## config.mk

```make
export PLATFORM = sky130hd
export DESIGN_NAME = wavelength_to_rgb_flat
export DESIGN_NICKNAME = d
export VERILOG_FILES = /design/src/sv/wtr_pkg.sv /design/src/sv/wtr_if.sv /design/src/sv/wtr_front.sv /design/src/sv/wtr_fifo.sv /design/src/sv/wtr_back.sv /design/src/sv/wavelength_to_rgb.sv /design/src/flat_wrapper.sv
export SDC_FILE = /design/constraint.sdc
export NUM_CORES = 2
export LEC_CHECK = 0
export BUFFER_PORTS_ARGS = -buffer_cell sky130_fd_sc_hd__buf_2
export CORE_ASPECT_RATIO = 0.8
export CORE_UTILIZATION = 50
export CTS_CLUSTER_SIZE = 30
export DETAILED_ROUTE_END_ITERATION = 6
export PLACE_DENSITY = 0.71
export RECOVER_POWER = 100
export SLEW_MARGIN = 20
export SYNTH_ARGS = -nofsm -noshare
export SYNTH_HDL_FRONTEND = slang
export SYNTH_HIERARCHICAL = 1
export SYNTH_SLANG_ARGS = --single-unit
```

## constraint.sdc

```tcl
create_clock -name clk -period 17.8 [get_ports clk]
set_input_delay 1.78 -clock clk [delete_from_list [all_inputs] [get_ports clk]]
set_output_delay 1.78 -clock clk [all_outputs]
set_load 0.02 [all_outputs]
```

## src/sv/wtr_pkg.sv

```systemverilog
`default_nettype none

package wtr_pkg;

	// Field widths.
	localparam int unsigned WL_BITS      = 14;
	localparam int unsigned CHANNEL_BITS = 8;

	// Distance from a segment break in 1/16 nm; the widest span is 80 nm.
	localparam int unsigned DIST_BITS = 11;
	// Reciprocals round(2^28 / width) fit in 20 bits.
	localparam int unsigned RCP_BITS  = 20;
	// Q16 fractions that can reach exactly 1.0.
	localparam int unsigned FRAC_BITS = 17;
	localparam int unsigned PROD_BITS = DIST_BITS + RCP_BITS;

	// Queue between the classifier and the datapath.
	localparam int unsigned FIFO_DEPTH = 4;
	localparam int unsigned FIFO_AW    = $clog2(FIFO_DEPTH);
	localparam int unsigned FIFO_CW    = $clog2(FIFO_DEPTH + 1);

	// Break points in 1/16 nm.
	localparam logic [WL_BITS-1:0] WL_380 = 14'd6080;
	localparam logic [WL_BITS-1:0] WL_420 = 14'd6720;
	localparam logic [WL_BITS-1:0] WL_440 = 14'd7040;
	localparam logic [WL_BITS-1:0] WL_490 = 14'd7840;
	localparam logic [WL_BITS-1:0] WL_510 = 14'd8160;
	localparam logic [WL_BITS-1:0] WL_580 = 14'd9280;
	localparam logic [WL_BITS-1:0] WL_645 = 14'd10320;
	localparam logic [WL_BITS-1:0] WL_700 = 14'd11200;
	localparam logic [WL_BITS-1:0] WL_780 = 14'd12480;

	// Reciprocals of the segment widths, round(2^28 / width in 1/16 nm).
	localparam logic [RCP_BITS-1:0] RCP_40NM = 20'd419430;
	localparam logic [RCP_BITS-1:0] RCP_80NM = 20'd209715;
	localparam logic [RCP_BITS-1:0] RCP_60NM = 20'd279620;
	localparam logic [RCP_BITS-1:0] RCP_50NM = 20'd335544;
	localparam logic [RCP_BITS-1:0] RCP_20NM = 20'd838861;
	localparam logic [RCP_BITS-1:0] RCP_70NM = 20'd239675;
	localparam logic [RCP_BITS-1:0] RCP_65NM = 20'd258111;

	// Brightness constants in Q16.
	localparam logic [FRAC_BITS-1:0] ONE_Q16 = 17'd65536;
	localparam logic [FRAC_BITS-1:0] S_BASE  = 17'd19661;
	localparam logic [15:0]          S_SPAN  = 16'd45875;

	// Color segment of a visible wavelength.
	typedef enum logic [2:0] {
		SEG_VIOLET,
		SEG_BLUE,
		SEG_CYAN,
		SEG_GREEN,
		SEG_YELLOW,
		SEG_RED
	} seg_t;

	// Classified request passed from the front end to the datapath.
	typedef struct packed {
		logic                 visible;
		logic                 ramp;
		logic                 ramp_hi;
		logic [DIST_BITS-1:0] bright_dist;
		seg_t                 seg;
		logic [DIST_BITS-1:0] seg_dist;
	} wtr_item_t;

endpackage

`default_nettype wire

```

## src/sv/wtr_if.sv

```systemverilog
`default_nettype none

// Wavelength request channel.
interface wtr_wl_if;
	import wtr_pkg::*;

	logic               valid;
	logic               ready;
	logic [WL_BITS-1:0] wavelength;

	modport source(output valid, output wavelength, input ready);
	modport sink(input valid, input wavelength, output ready);
endinterface

// Color result channel.
interface wtr_rgb_if;
	import wtr_pkg::*;

	logic                    valid;
	logic                    ready;
	logic [CHANNEL_BITS-1:0] red;
	logic [CHANNEL_BITS-1:0] green;
	logic [CHANNEL_BITS-1:0] blue;
	logic                    visible;

	modport source(output valid, output red, output green, output blue, output visible,
		input ready);
	modport sink(input valid, input red, input green, input blue, input visible,
		output ready);
endinterface

`default_nettype wire

```

## src/sv/wtr_front.sv

```systemverilog
`default_nettype none

module wtr_front (
	wtr_wl_if.sink             wl,
	input  logic               fifo_full,
	output logic               push,
	output wtr_pkg::wtr_item_t item
);
	import wtr_pkg::*;

	logic [WL_BITS-1:0] w;
	logic [WL_BITS-1:0] bright_diff;
	logic [WL_BITS-1:0] seg_diff;
	logic               ramp_lo;
	logic               ramp_hi;
	seg_t               seg;

	// A request is taken whenever the queue has room.
	assign wl.ready = !fifo_full;
	assign push     = wl.valid && !fifo_full;
	assign w        = wl.wavelength;

	// Brightness ramps at both ends of the band.
	assign ramp_lo     = w < WL_420;
	assign ramp_hi     = w > WL_700;
	assign bright_diff = ramp_lo ? (w - WL_380) : (WL_780 - w);

	// Find the color segment and the distance that its ramp runs over.
	always_comb begin
		if (w < WL_440) begin
			seg      = SEG_VIOLET;
			seg_diff = WL_440 - w;
		end else if (w < WL_490) begin
			seg      = SEG_BLUE;
			seg_diff = w - WL_440;
		end else if (w < WL_510) begin
			seg      = SEG_CYAN;
			seg_diff = WL_510 - w;
		end else if (w < WL_580) begin
			seg      = SEG_GREEN;
			seg_diff = w - WL_510;
		end else if (w < WL_645) begin
			seg      = SEG_YELLOW;
			seg_diff = WL_645 - w;
		end else begin
			seg      = SEG_RED;
			seg_diff = '0;
		end
	end

	// Pack the classified request.
	always_comb begin
		item.visible     = (w >= WL_380) && (w <= WL_780);
		item.ramp        = ramp_lo || ramp_hi;
		item.ramp_hi     = ramp_hi;
		item.bright_dist = bright_diff[DIST_BITS-1:0];
		item.seg         = seg;
		item.seg_dist    = seg_diff[DIST_BITS-1:0];
	end

endmodule

`default_nettype wire

```

## src/sv/wtr_fifo.sv

```systemverilog
`default_nettype none

module wtr_fifo (
	input  logic               clk,
	input  logic               arst_n,
	input  logic               push,
	input  wtr_pkg::wtr_item_t push_item,
	input  logic               pop,
	output logic               empty,
	output logic               full,
	output wtr_pkg::wtr_item_t head_item
);
	import wtr_pkg::*;

	wtr_item_t            mem_q [FIFO_DEPTH];
	logic [FIFO_AW-1:0]   wr_ptr_q;
	logic [FIFO_AW-1:0]   rd_ptr_q;
	logic [FIFO_CW-1:0]   count_q;
	logic                 do_push;
	logic                 do_pop;

	assign empty     = count_q == '0;
	assign full      = count_q == FIFO_CW'(FIFO_DEPTH);
	assign do_push   = push && !full;
	assign do_pop    = pop && !empty;
	assign head_item = mem_q[rd_ptr_q];

	// Storage needs no reset; only the pointers do.
	always_ff @(posedge clk) begin
		if (do_push) begin
			mem_q[wr_ptr_q] <= push_item;
		end
	end

	// Pointers and fill count.
	always_ff @(posedge clk or negedge arst_n) begin
		if (!arst_n) begin
			wr_ptr_q <= '0;
			rd_ptr_q <= '0;
			count_q  <= '0;
		end else begin
			if (do_push) begin
				wr_ptr_q <= wr_ptr_q + 1'b1;
			end
			if (do_pop) begin
				rd_ptr_q <= rd_ptr_q + 1'b1;
			end
			if (do_push && !do_pop) begin
				count_q <= count_q + 1'b1;
			end else if (do_pop && !do_push) begin
				count_q <= count_q - 1'b1;
			end
		end
	end

endmodule

`default_nettype wire

```

## src/sv/wtr_back.sv

```systemverilog
`default_nettype none

module wtr_back (
	input  logic               clk,
	input  logic               arst_n,
	input  logic               fifo_empty,
	input  wtr_pkg::wtr_item_t head_item,
	output logic               pop,
	wtr_rgb_if.source          rgb
);
	import wtr_pkg::*;

	typedef enum logic [1:0] {
		SRC_ZERO,
		SRC_BRIGHT,
		SRC_LEVEL
	} ch_src_t;

	localparam int unsigned SPROD_BITS = 16 + FRAC_BITS;
	localparam int unsigned LPROD_BITS = 2 * FRAC_BITS;
	localparam int unsigned CPROD_BITS = FRAC_BITS + CHANNEL_BITS;
	localparam logic [CHANNEL_BITS-1:0] FULL = {CHANNEL_BITS{1'b1}};

	// Ramp position n / W in Q16, limited to 1.0.
	function automatic logic [FRAC_BITS-1:0] ramp_frac(
		input logic [DIST_BITS-1:0] n,
		input logic [RCP_BITS-1:0]  rcp
	);
		logic [PROD_BITS-1:0] prod;
		logic [PROD_BITS-1:0] rnd;
		prod = PROD_BITS'(n) * PROD_BITS'(rcp);
		rnd  = (prod + PROD_BITS'(2048)) >> 12;
		if (rnd > PROD_BITS'(ONE_Q16)) begin
			return ONE_Q16;
		end
		return rnd[FRAC_BITS-1:0];
	endfunction

	// Scale a Q16 level to the channel range, rounded to nearest.
	function automatic logic [CHANNEL_BITS-1:0] to_channel(input logic [FRAC_BITS-1:0] lvl);
		logic [CPROD_BITS-1:0] prod;
		prod = CPROD_BITS'(lvl) * CPROD_BITS'(FULL);
		prod = prod + CPROD_BITS'(32768);
		return prod[16 +: CHANNEL_BITS];
	endfunction

	logic                    advance;
	logic [RCP_BITS-1:0]     rcp_b;
	logic [RCP_BITS-1:0]     rcp_g;

	logic                    valid_s1;
	logic                    visible_s1;
	logic                    ramp_s1;
	seg_t                    seg_s1;
	logic [FRAC_BITS-1:0]    fb_s1;
	logic [FRAC_BITS-1:0]    fg_s1;

	logic [SPROD_BITS-1:0]   sprod;
	logic [SPROD_BITS-1:0]   sround;
	logic                    valid_s2;
	logic                    visible_s2;
	seg_t                    seg_s2;
	logic [FRAC_BITS-1:0]    s_s2;
	logic [FRAC_BITS-1:0]    fg_s2;

	logic [LPROD_BITS-1:0]   lprod;
	logic [LPROD_BITS-1:0]   lround;
	logic                    valid_s3;
	logic                    visible_s3;
	seg_t                    seg_s3;
	logic [FRAC_BITS-1:0]    s_s3;
	logic [FRAC_BITS-1:0]    level_s3;

	logic [CHANNEL_BITS-1:0] ch_bright;
	logic [CHANNEL_BITS-1:0] ch_level;
	ch_src_t                 src_r;
	ch_src_t                 src_g;
	ch_src_t                 src_b;
	logic                    valid_s4;
	logic                    visible_s4;
	logic [CHANNEL_BITS-1:0] red_s4;
	logic [CHANNEL_BITS-1:0] green_s4;
	logic [CHANNEL_BITS-1:0] blue_s4;

	// The whole pipeline moves when the output register is free or being drained.
	assign advance = !valid_s4 || rgb.ready;
	assign pop     = advance && !fifo_empty;

	// Reciprocal of the segment width for each ramp.
	assign rcp_b = head_item.ramp_hi ? RCP_80NM : RCP_40NM;
	always_comb begin
		case (head_item.seg)
			SEG_VIOLET: rcp_g = RCP_60NM;
			SEG_BLUE:   rcp_g = RCP_50NM;
			SEG_CYAN:   rcp_g = RCP_20NM;
			SEG_GREEN:  rcp_g = RCP_70NM;
			SEG_YELLOW: rcp_g = RCP_65NM;
			default:    rcp_g = '0;
		endcase
	end

	// Brightness factor from its ramp position.
	assign sprod  = SPROD_BITS'(S_SPAN) * SPROD_BITS'(fb_s1);
	assign sround = (sprod + SPROD_BITS'(32768)) >> 16;

	// Segment level scaled by brightness.
	assign lprod  = LPROD_BITS'(s_s2) * LPROD_BITS'(fg_s2);
	assign lround = (lprod + LPROD_BITS'(32768)) >> 16;

	// Channel values for the two possible sources.
	assign ch_bright = to_channel(s_s3);
	assign ch_level  = to_channel(level_s3);

	// Which value each channel shows in each segment.
	always_comb begin
		case (seg_s3)
			SEG_VIOLET: begin
				src_r = SRC_LEVEL;
				src_g = SRC_ZERO;
				src_b = SRC_BRIGHT;
			end
			SEG_BLUE: begin
				src_r = SRC_ZERO;
				src_g = SRC_LEVEL;
				src_b = SRC_BRIGHT;
			end
			SEG_CYAN: begin
				src_r = SRC_ZERO;
				src_g = SRC_BRIGHT;
				src_b = SRC_LEVEL;
			end
			SEG_GREEN: begin
				src_r = SRC_LEVEL;
				src_g = SRC_BRIGHT;
				src_b = SRC_ZERO;
			end
			SEG_YELLOW: begin
				src_r = SRC_BRIGHT;
				src_g = SRC_LEVEL;
				src_b = SRC_ZERO;
			end
			SEG_RED: begin
				src_r = SRC_BRIGHT;
				src_g = SRC_ZERO;
				src_b = SRC_ZERO;
			end
			default: begin
				src_r = SRC_ZERO;
				src_g = SRC_ZERO;
				src_b = SRC_ZERO;
			end
		endcase
		if (!visible_s3) begin
			src_r = SRC_ZERO;
			src_g = SRC_ZERO;
			src_b = SRC_ZERO;
		end
	end

	function automatic logic [CHANNEL_BITS-1:0] pick(
		input ch_src_t                 src,
		input logic [CHANNEL_BITS-1:0] bright,
		input logic [CHANNEL_BITS-1:0] lvl
	);
		case (src)
			SRC_BRIGHT: return bright;
			SRC_LEVEL:  return lvl;
			default:    return '0;
		endcase
	endfunction

	// Stage valid flags.
	always_ff @(posedge clk or negedge arst_n) begin
		if (!arst_n) begin
			valid_s1 <= 1'b0;
			valid_s2 <= 1'b0;
			valid_s3 <= 1'b0;
			valid_s4 <= 1'b0;
		end else if (advance) begin
			valid_s1 <= !fifo_empty;
			valid_s2 <= valid_s1;
			valid_s3 <= valid_s2;
			valid_s4 <= valid_s3;
		end
	end

	// Stage payloads.
	always_ff @(posedge clk) begin
		if (advance) begin
			visible_s1 <= head_item.visible;
			ramp_s1    <= head_item.ramp;
			seg_s1     <= head_item.seg;
			fb_s1      <= ramp_frac(head_item.bright_dist, rcp_b);
			fg_s1      <= ramp_frac(head_item.seg_dist, rcp_g);

			visible_s2 <= visible_s1;
			seg_s2     <= seg_s1;
			fg_s2      <= fg_s1;
			s_s2       <= ramp_s1 ? (S_BASE + sround[FRAC_BITS-1:0]) : ONE_Q16;

			visible_s3 <= visible_s2;
			seg_s3     <= seg_s2;
			s_s3       <= s_s2;
			level_s3   <= lround[FRAC_BITS-1:0];

			visible_s4 <= visible_s3;
			red_s4     <= pick(src_r, ch_bright, ch_level);
			green_s4   <= pick(src_g, ch_bright, ch_level);
			blue_s4    <= pick(src_b, ch_bright, ch_level);
		end
	end

	assign rgb.valid   = valid_s4;
	assign rgb.visible = visible_s4;
	assign rgb.red     = red_s4;
	assign rgb.green   = green_s4;
	assign rgb.blue    = blue_s4;

endmodule

`default_nettype wire

```

## src/sv/wavelength_to_rgb.sv

```systemverilog
// Wavelength to display color converter.
//
// Requests arrive on the wl channel: one 14-bit wavelength in 1/16 nm steps.
// Each request gives exactly one result on the rgb channel: red, green and
// blue intensities (full scale is all ones) and a visible flag that is set
// for 380 nm to 780 nm inclusive. Outside that band the result is black.
// Both channels use valid/ready; a request moves when both are high.
//
// Throughput is one request per cycle while rgb.ready stays high.
// A classifier accepts a request in the cycle it arrives, while there is
// room, and writes it to a four-entry queue; a four-stage datapath (ramp
// positions, brightness, level, channel scaling) drains the queue.
//
// When the receiver holds ready low, the datapath freezes with its result
// held in the output register, and the queue absorbs up to four further
// requests before wl.ready drops. Reset empties the queue and clears all
// stage valid flags; wl.ready is high right after reset.
`default_nettype none

module wavelength_to_rgb (
	input  logic      clk,
	input  logic      arst_n,
	wtr_wl_if.sink    wl,
	wtr_rgb_if.source rgb
);
	import wtr_pkg::*;

	wtr_item_t push_item;
	wtr_item_t head_item;
	logic      push;
	logic      pop;
	logic      fifo_empty;
	logic      fifo_full;

	// Classify incoming requests.
	wtr_front u_front (
		.wl        (wl),
		.fifo_full (fifo_full),
		.push      (push),
		.item      (push_item)
	);

	// Queue between front end and datapath.
	wtr_fifo u_fifo (
		.clk       (clk),
		.arst_n    (arst_n),
		.push      (push),
		.push_item (push_item),
		.pop       (pop),
		.empty     (fifo_empty),
		.full      (fifo_full),
		.head_item (head_item)
	);

	// Color datapath and output register.
	wtr_back u_back (
		.clk        (clk),
		.arst_n     (arst_n),
		.fifo_empty (fifo_empty),
		.head_item  (head_item),
		.pop        (pop),
		.rgb        (rgb)
	);

endmodule

`default_nettype wire

```

## src/flat_wrapper.sv

```systemverilog
// flat-port wrapper written by rule: the top's interface ports become plain ports
module wavelength_to_rgb_flat import wtr_pkg::*;
  (clk, arst_n, wl_valid, wl_wavelength, wl_ready, rgb_valid, rgb_red, rgb_green, rgb_blue, rgb_visible, rgb_ready);
  wtr_wl_if wl_i ();
  wtr_rgb_if rgb_i ();
  input  logic clk;
  input  logic arst_n;
  input wire logic [$bits(wl_i.valid)-1:0] wl_valid;
  input wire logic [$bits(wl_i.wavelength)-1:0] wl_wavelength;
  output wire logic [$bits(wl_i.ready)-1:0] wl_ready;
  output wire logic [$bits(rgb_i.valid)-1:0] rgb_valid;
  output wire logic [$bits(rgb_i.red)-1:0] rgb_red;
  output wire logic [$bits(rgb_i.green)-1:0] rgb_green;
  output wire logic [$bits(rgb_i.blue)-1:0] rgb_blue;
  output wire logic [$bits(rgb_i.visible)-1:0] rgb_visible;
  input wire logic [$bits(rgb_i.ready)-1:0] rgb_ready;
  assign wl_i.valid = wl_valid;
  assign wl_i.wavelength = wl_wavelength;
  assign wl_ready = wl_i.ready;
  assign rgb_valid = rgb_i.valid;
  assign rgb_red = rgb_i.red;
  assign rgb_green = rgb_i.green;
  assign rgb_blue = rgb_i.blue;
  assign rgb_visible = rgb_i.visible;
  assign rgb_i.ready = rgb_ready;
  wavelength_to_rgb u_core (.clk(clk), .arst_n(arst_n), .wl(wl_i), .rgb(rgb_i));
endmodule
```

=== After elaboration in Yosys (flattened, before gate mapping) ===
Memories as Yosys holds them, arrays and structs flattened.
Cells that the tools add are included.

* Div/mod/pow operators: 0
* Shift-type cells: 0
* Equality and inequality tests: 16
* Muxes and demuxes: 34
* Magnitude comparators: 11
* Add/subtract/negate cells: 18
* Bitwise gates (word level): 0
* Multiply operators: 6
* Reductions and logical operators: 23

{| class="wikitable"
|+ Operators by type and width
! kind !! count
|-
| $pmux W20 S5 || 1
|-
| $mux W17 || 4
|-
| $add A33 B16 Y33 const B || 2
|-
| $mux W11 || 6
|-
| $lt A14 B13 Y1 const B || 4
|-
| $add A24 B16 Y24 const B || 2
|-
| $mul A17 B8 Y24 const B || 2
|-
| $pmux W8 S2 || 3
|-
| $gt A19 B17 Y1 const B || 2
|-
| $mul A16 B17 Y33 const A || 1
|-
| $mul A17 B17 Y33 || 1
|-
| $add A30 B12 Y31 const B || 1
|-
| $add A31 B12 Y31 const B || 1
|-
| $mul A11 B20 Y31 || 1
|-
| $mul A11 B19 Y30 || 1
|-
| $lt A14 B14 Y1 const B || 2
|-
| $sub A11 B11 Y11 const B || 2
|-
| $mux W19 || 1
|-
| $mux W3 || 6
|-
| $add A15 B17 Y17 const A || 1
|-
| $ge A14 B13 Y1 const B || 1
|-
| $gt A14 B14 Y1 const B || 1
|-
| $le A14 B14 Y1 const B || 1
|-
| $eq A3 B2 Y1 const B || 4
|-
| 21 further kinds || 57
|}

* Memories kept: 1
* Bits in writable memories: 112
* Logic and storage cells: 133
* Latch bits: 0
* Register bits: 151
* Memory bits (read-only): 0

{| class="wikitable"
|+ Memory list
! memory !! depth !! width !! rd ports !! clocked after memory_dff !! write ports !! line !! text
|-
| u_core.u_fifo.mem_q || 4 || 28 || 1 || 0 || 1 || wtr_fifo.sv:15 || <nowiki>wtr_item_t mem_q [FIFO_DEPTH];</nowiki>
|}

=== Longest topological paths before layout ===
An unclocked memory read counts as a cell.

* Depth after elaboration: 9
* Mapped depth: 32
* Mapped depth without buffers: 29

=== Cells and area by module ===
The synthesis kept the hierarchy.

{| class="wikitable"
|+ By module, submodules not included
! module !! times used !! area an instance (um2) !! cells an instance !! sequential area each (um2)
|-
| wtr_back || 1 || 35345.1 || 3543 || 4304.1
|-
| wtr_fifo || 1 || 4456.8 || 182 || 3538.4
|-
| wtr_front || 1 || 1428.9 || 221 || 0.0
|}

=== Worst setup path before layout ===
OpenSTA, ideal clock, no wires.

* Path type: register to register
* From: reg u_core.u_fifo.rd_ptr_q[0]
* To: reg u_core.u_back.fg_s1[0] (data pin)
* Setup time: 266 ps
* Setup slack: 10068 ps
* Stages on the path, launching flop included: 31
* Data arrival time: 7466 ps
* Required time: 17534 ps
* Period minus slack after synthesis: 7732 ps
* Buffers on the path: 5
* Cells stage by stage: dfrtp_1 > buf_4 > mux4_2 > clkbuf_1 > nor2_1 > nand2_1 > o21ai_1 > clkbuf_1 > nand2_1 > nand2_1 > fa_1 > fa_1 > inv_1 > fa_1 > inv_1 > fa_1 > inv_1 > fa_1 > inv_1 > ha_1 > clkbuf_1 > nand2_1 > o31a_1 > o221ai_2 > o2111ai_1 > a21boi_0 > nor4b_1 > o211ai_1 > and2_1 > buf_2 > a21oi_1

{| class="wikitable"
|+ RTL lines
! item !! line !! text
|-
| from (decl) || wtr_fifo.sv:17 || <nowiki>logic [FIFO_AW-1:0] rd_ptr_q;</nowiki>
|-
| from (signal assigned) || wtr_fifo.sv:46 || <nowiki>rd_ptr_q <= rd_ptr_q + 1'b1;</nowiki>
|-
| to (signal assigned) || wtr_back.sv:194 || <nowiki>fg_s1 <= ramp_frac(head_item.seg_dist, rcp_g);</nowiki>
|-
| to (decl) || wtr_back.sv:56 || <nowiki>logic [FRAC_BITS-1:0] fg_s1;</nowiki>
|}

==> impl_metrics.env <==
export IMPL_yosysMostFrequentCell="inv_1"
export IMPL_setup_viol=0
export IMPL_routed_via_density=5.37
export IMPL_post_route_min_period_ns=10.01
export IMPL_async_flop_share_pct=4.18
export IMPL_tightest_slew_ns=4.08
export IMPL_initial_core_util_pct=50.8
export IMPL_ant_nets=0
export IMPL_grt_pass1_vias=28500
export IMPL_postCtsResizedCells=0
export IMPL_startpoint_type="flip-flop"
export IMPL_rsz0062_at_grt="false"
export IMPL_critPathKind="flip-flop to flip-flop"
export IMPL_htreeDepth=1
export IMPL_status="finished, violations left"
export IMPL_cap_viol_max_count=7
export IMPL_slew_violations=287
export IMPL_die_height_um=259
export IMPL_hold_buffers=0
export IMPL_max_freq_ghz=0.0999
export IMPL_synth_edf_count=252
export IMPL_setup_tns_final_ns=0
export IMPL_ys_ff_latch=263
export IMPL_post_cts_setup_buffers=0
export IMPL_drive_above_1_share_pct=3.64
export IMPL_synthToLayoutAreaGrowth_pct=5.22
export IMPL_clock_path_buffers=3
export IMPL_io_buffer_count=44
export IMPL_synth_cells=3946
export IMPL_violations="max-capacitance violations, max-slew violations"
export IMPL_cts_root_buffer="clkbuf_16"
export IMPL_drt_pass1_iterations=6
export IMPL_synth_commonest_cells="894 x inv_1, 680 x fa_1, 549 x ha_1, 295 x nand2_1, 252 x edfxtp_1"
export IMPL_yosysWarnings=6
export IMPL_clk_pin_slew_ns=0.06
export IMPL_syn_area_um2=41200
export IMPL_fp_dieW_um=323
export IMPL_maxSlewHeadroom_pct=-172
export IMPL_rows=93
export IMPL_crit_arrival_ns=10.31
export IMPL_antenna_found_initial=0
export IMPL_synth_area_leader_cell="fa_1"
export IMPL_cts_tree="yes"
export IMPL_wl_per_cell_um=17.7
export IMPL_io_pins=45
export IMPL_diodes=0
export IMPL_place_inst=5000
export IMPL_die_area_um2=83600
export IMPL_vias=27100
export IMPL_gp_congestion=0.974
export IMPL_synthFlopType="edfxtp_1"
export IMPL_clock_skew_ns=0.0152
export IMPL_first_iter_violations=1871
export IMPL_wl_um=89500
export IMPL_grtUsageTotal_pct=22.4
export IMPL_required_ns=18.10
export IMPL_nFillCells=7109
export IMPL_clock_sinks=263
export IMPL_fp_coreArea_um2=81100
export IMPL_yosysUniqueCellTypes=90
export IMPL_synth_area_per_cell_um2=10.4
export IMPL_clk_insertion_delay_late_ns=0.61
export IMPL_yosysTopAreaCellShare_pct=33.0
export IMPL_grt_max_degree=78
export IMPL_fin_cells=5052
export IMPL_crit_fanout=27
export IMPL_grt_pass1_wl_um=149000
export IMPL_yosysSeqAreaShare_pct=19.0
export IMPL_min_path_type="flip-flop to flip-flop"
export IMPL_fin_crit_sh_pct=56.3
export IMPL_hold_ws_ns=0.418
export IMPL_overflow=0
export IMPL_nets=5185
export IMPL_final_hold_viol_count=0
export IMPL_dpl_hpwl_um=73100
export IMPL_cts_buffers=28
export IMPL_synth_area_top_cells="fa_1 33%, edfxtp_1 18%, ha_1 17%"
export IMPL_critPathCaptureType="flip-flop"
export IMPL_drcViolationCount=0
[layout make-up]
class	count	area, um2	share of cell area, %
Clock buffer	29	704	1.62
Tap cell	1092	1370	3.15
Multi-Input combinational cell	2683	29500	68.1
Timing Repair Buffer	67	315	0.727
Clock inverter	23	250	0.577
Sequential cell	263	7840	18.1
Inverter	895	3360	7.75
[path summary, 6_finish.rpt]
check,start,end,slack (ns),depth (start not counted)
worst max-delay path,u_core/u_fifo/rd_ptr_q[0],u_core/u_back/fb_s1[5],7.79,21
worst min-delay path,u_core/u_back/fg_s1[2],u_core/u_back/fg_s2[2],0.42,0
worst max register to register,u_core/u_fifo/rd_ptr_q[0],u_core/u_back/fb_s1[5],7.79,21
worst min register to register,u_core/u_back/fg_s1[2],u_core/u_back/fg_s2[2],0.42,0
max in group asynchronous,arst_n,u_core/u_fifo/rd_ptr_q[0],16.09,1
min in group asynchronous,arst_n,u_core/u_fifo/wr_ptr_q[0],1.22,1
[cells in the final DEF (no fill, tap or decap), drive strengths merged, types with 15 or more instances in the layout]
cell and n:
inv 897, fa 680, ha 549, nand2 295
edfxtp 252, and2 204, nor2 129, a21oi 104
xnor2 69, clkbuf 69, o21ai 64, a21o 50
nor3 49, xor2 41, nor2b 36, nand2b 32
mux4 28, buf 27, and3 23, a211oi 21
nand4 19, a31oi 17, o21a 16, nand3 16
or2 16, or3 15
[cell families after synthesis]
| group | count (synthesis) | share of synthesized area, % |
|---|---|---|
| compound gates | 409 | 6.78 |
| other cells | 2 | 0.0182 |
| fa+ha+maj | 1229 | 49.7 |
| flops | 263 | 19.0 |
| simple gates | 890 | 11.1 |
| mux | 38 | 1.79 |
| xor+xnor | 110 | 2.34 |
| buf+inv | 1005 | 9.31 |
[critical path, stage by stage (launching register included)]
cell and delay, ns:
dfrtp_1 0.46, clkbuf_1 1.72, mux4_2 0.87, and2_0 0.25, fa_1 0.53, inv_1 0.07, fa_1 0.51, fa_1 0.60
fa_1 0.49, fa_1 0.53, inv_1 0.05, ha_1 0.37, a21o_1 0.23, a21o_1 0.23, a21oi_1 0.17, o21bai_1 0.19
a21o_1 0.22, a2111o_1 0.43, a311oi_1 0.55, o21ai_0 0.15, a31oi_1 0.95, nor4bb_1 0.12
[state kept, by name (all words and copies together) (netlist names), 2 cells and up]
signal,flops
u_core/u_fifo/wr_ptr_q,2
u_core/u_back/fg_s2,17
u_core/u_back/s_s3,17
u_core/u_back/rgb.green,8
u_core/u_back/rgb.blue,8
u_core/u_back/s_s2,17
u_core/u_back/fb_s1,17
u_core/u_fifo/mem_q,112
u_core/u_back/fg_s1,17
u_core/u_back/seg_s2,3
u_core/u_back/seg_s3,3
u_core/u_back/rgb.red,8
u_core/u_fifo/count_q,3
u_core/u_fifo/rd_ptr_q,2
u_core/u_back/level_s3,17
u_core/u_back/seg_s1,3
[per-layer routing]
layer	GRT usage (%)	routed length, um	vias up
met5	0	0	-
met4	4.33	1810	0
met3	3.97	6280	131
met2	35.2	40000	806
met1	32.7	41500	13500
li1	-	-	12600
[stage by stage]
stage	utilization, %	setup slack (ns)	cell area (um2)
after detailed placement	52.5	9.48	42500
after CTS	53.6	9.48	43500
after global placement	52.4	9.43	42500
final	53.5	7.79	43400
after floorplan	-	10.07	41200
after global routing	53.5	6.97	43400
Power is not shown: default switching activity piles up to over one toggle a cycle in this logic, so the estimate is an artifact.
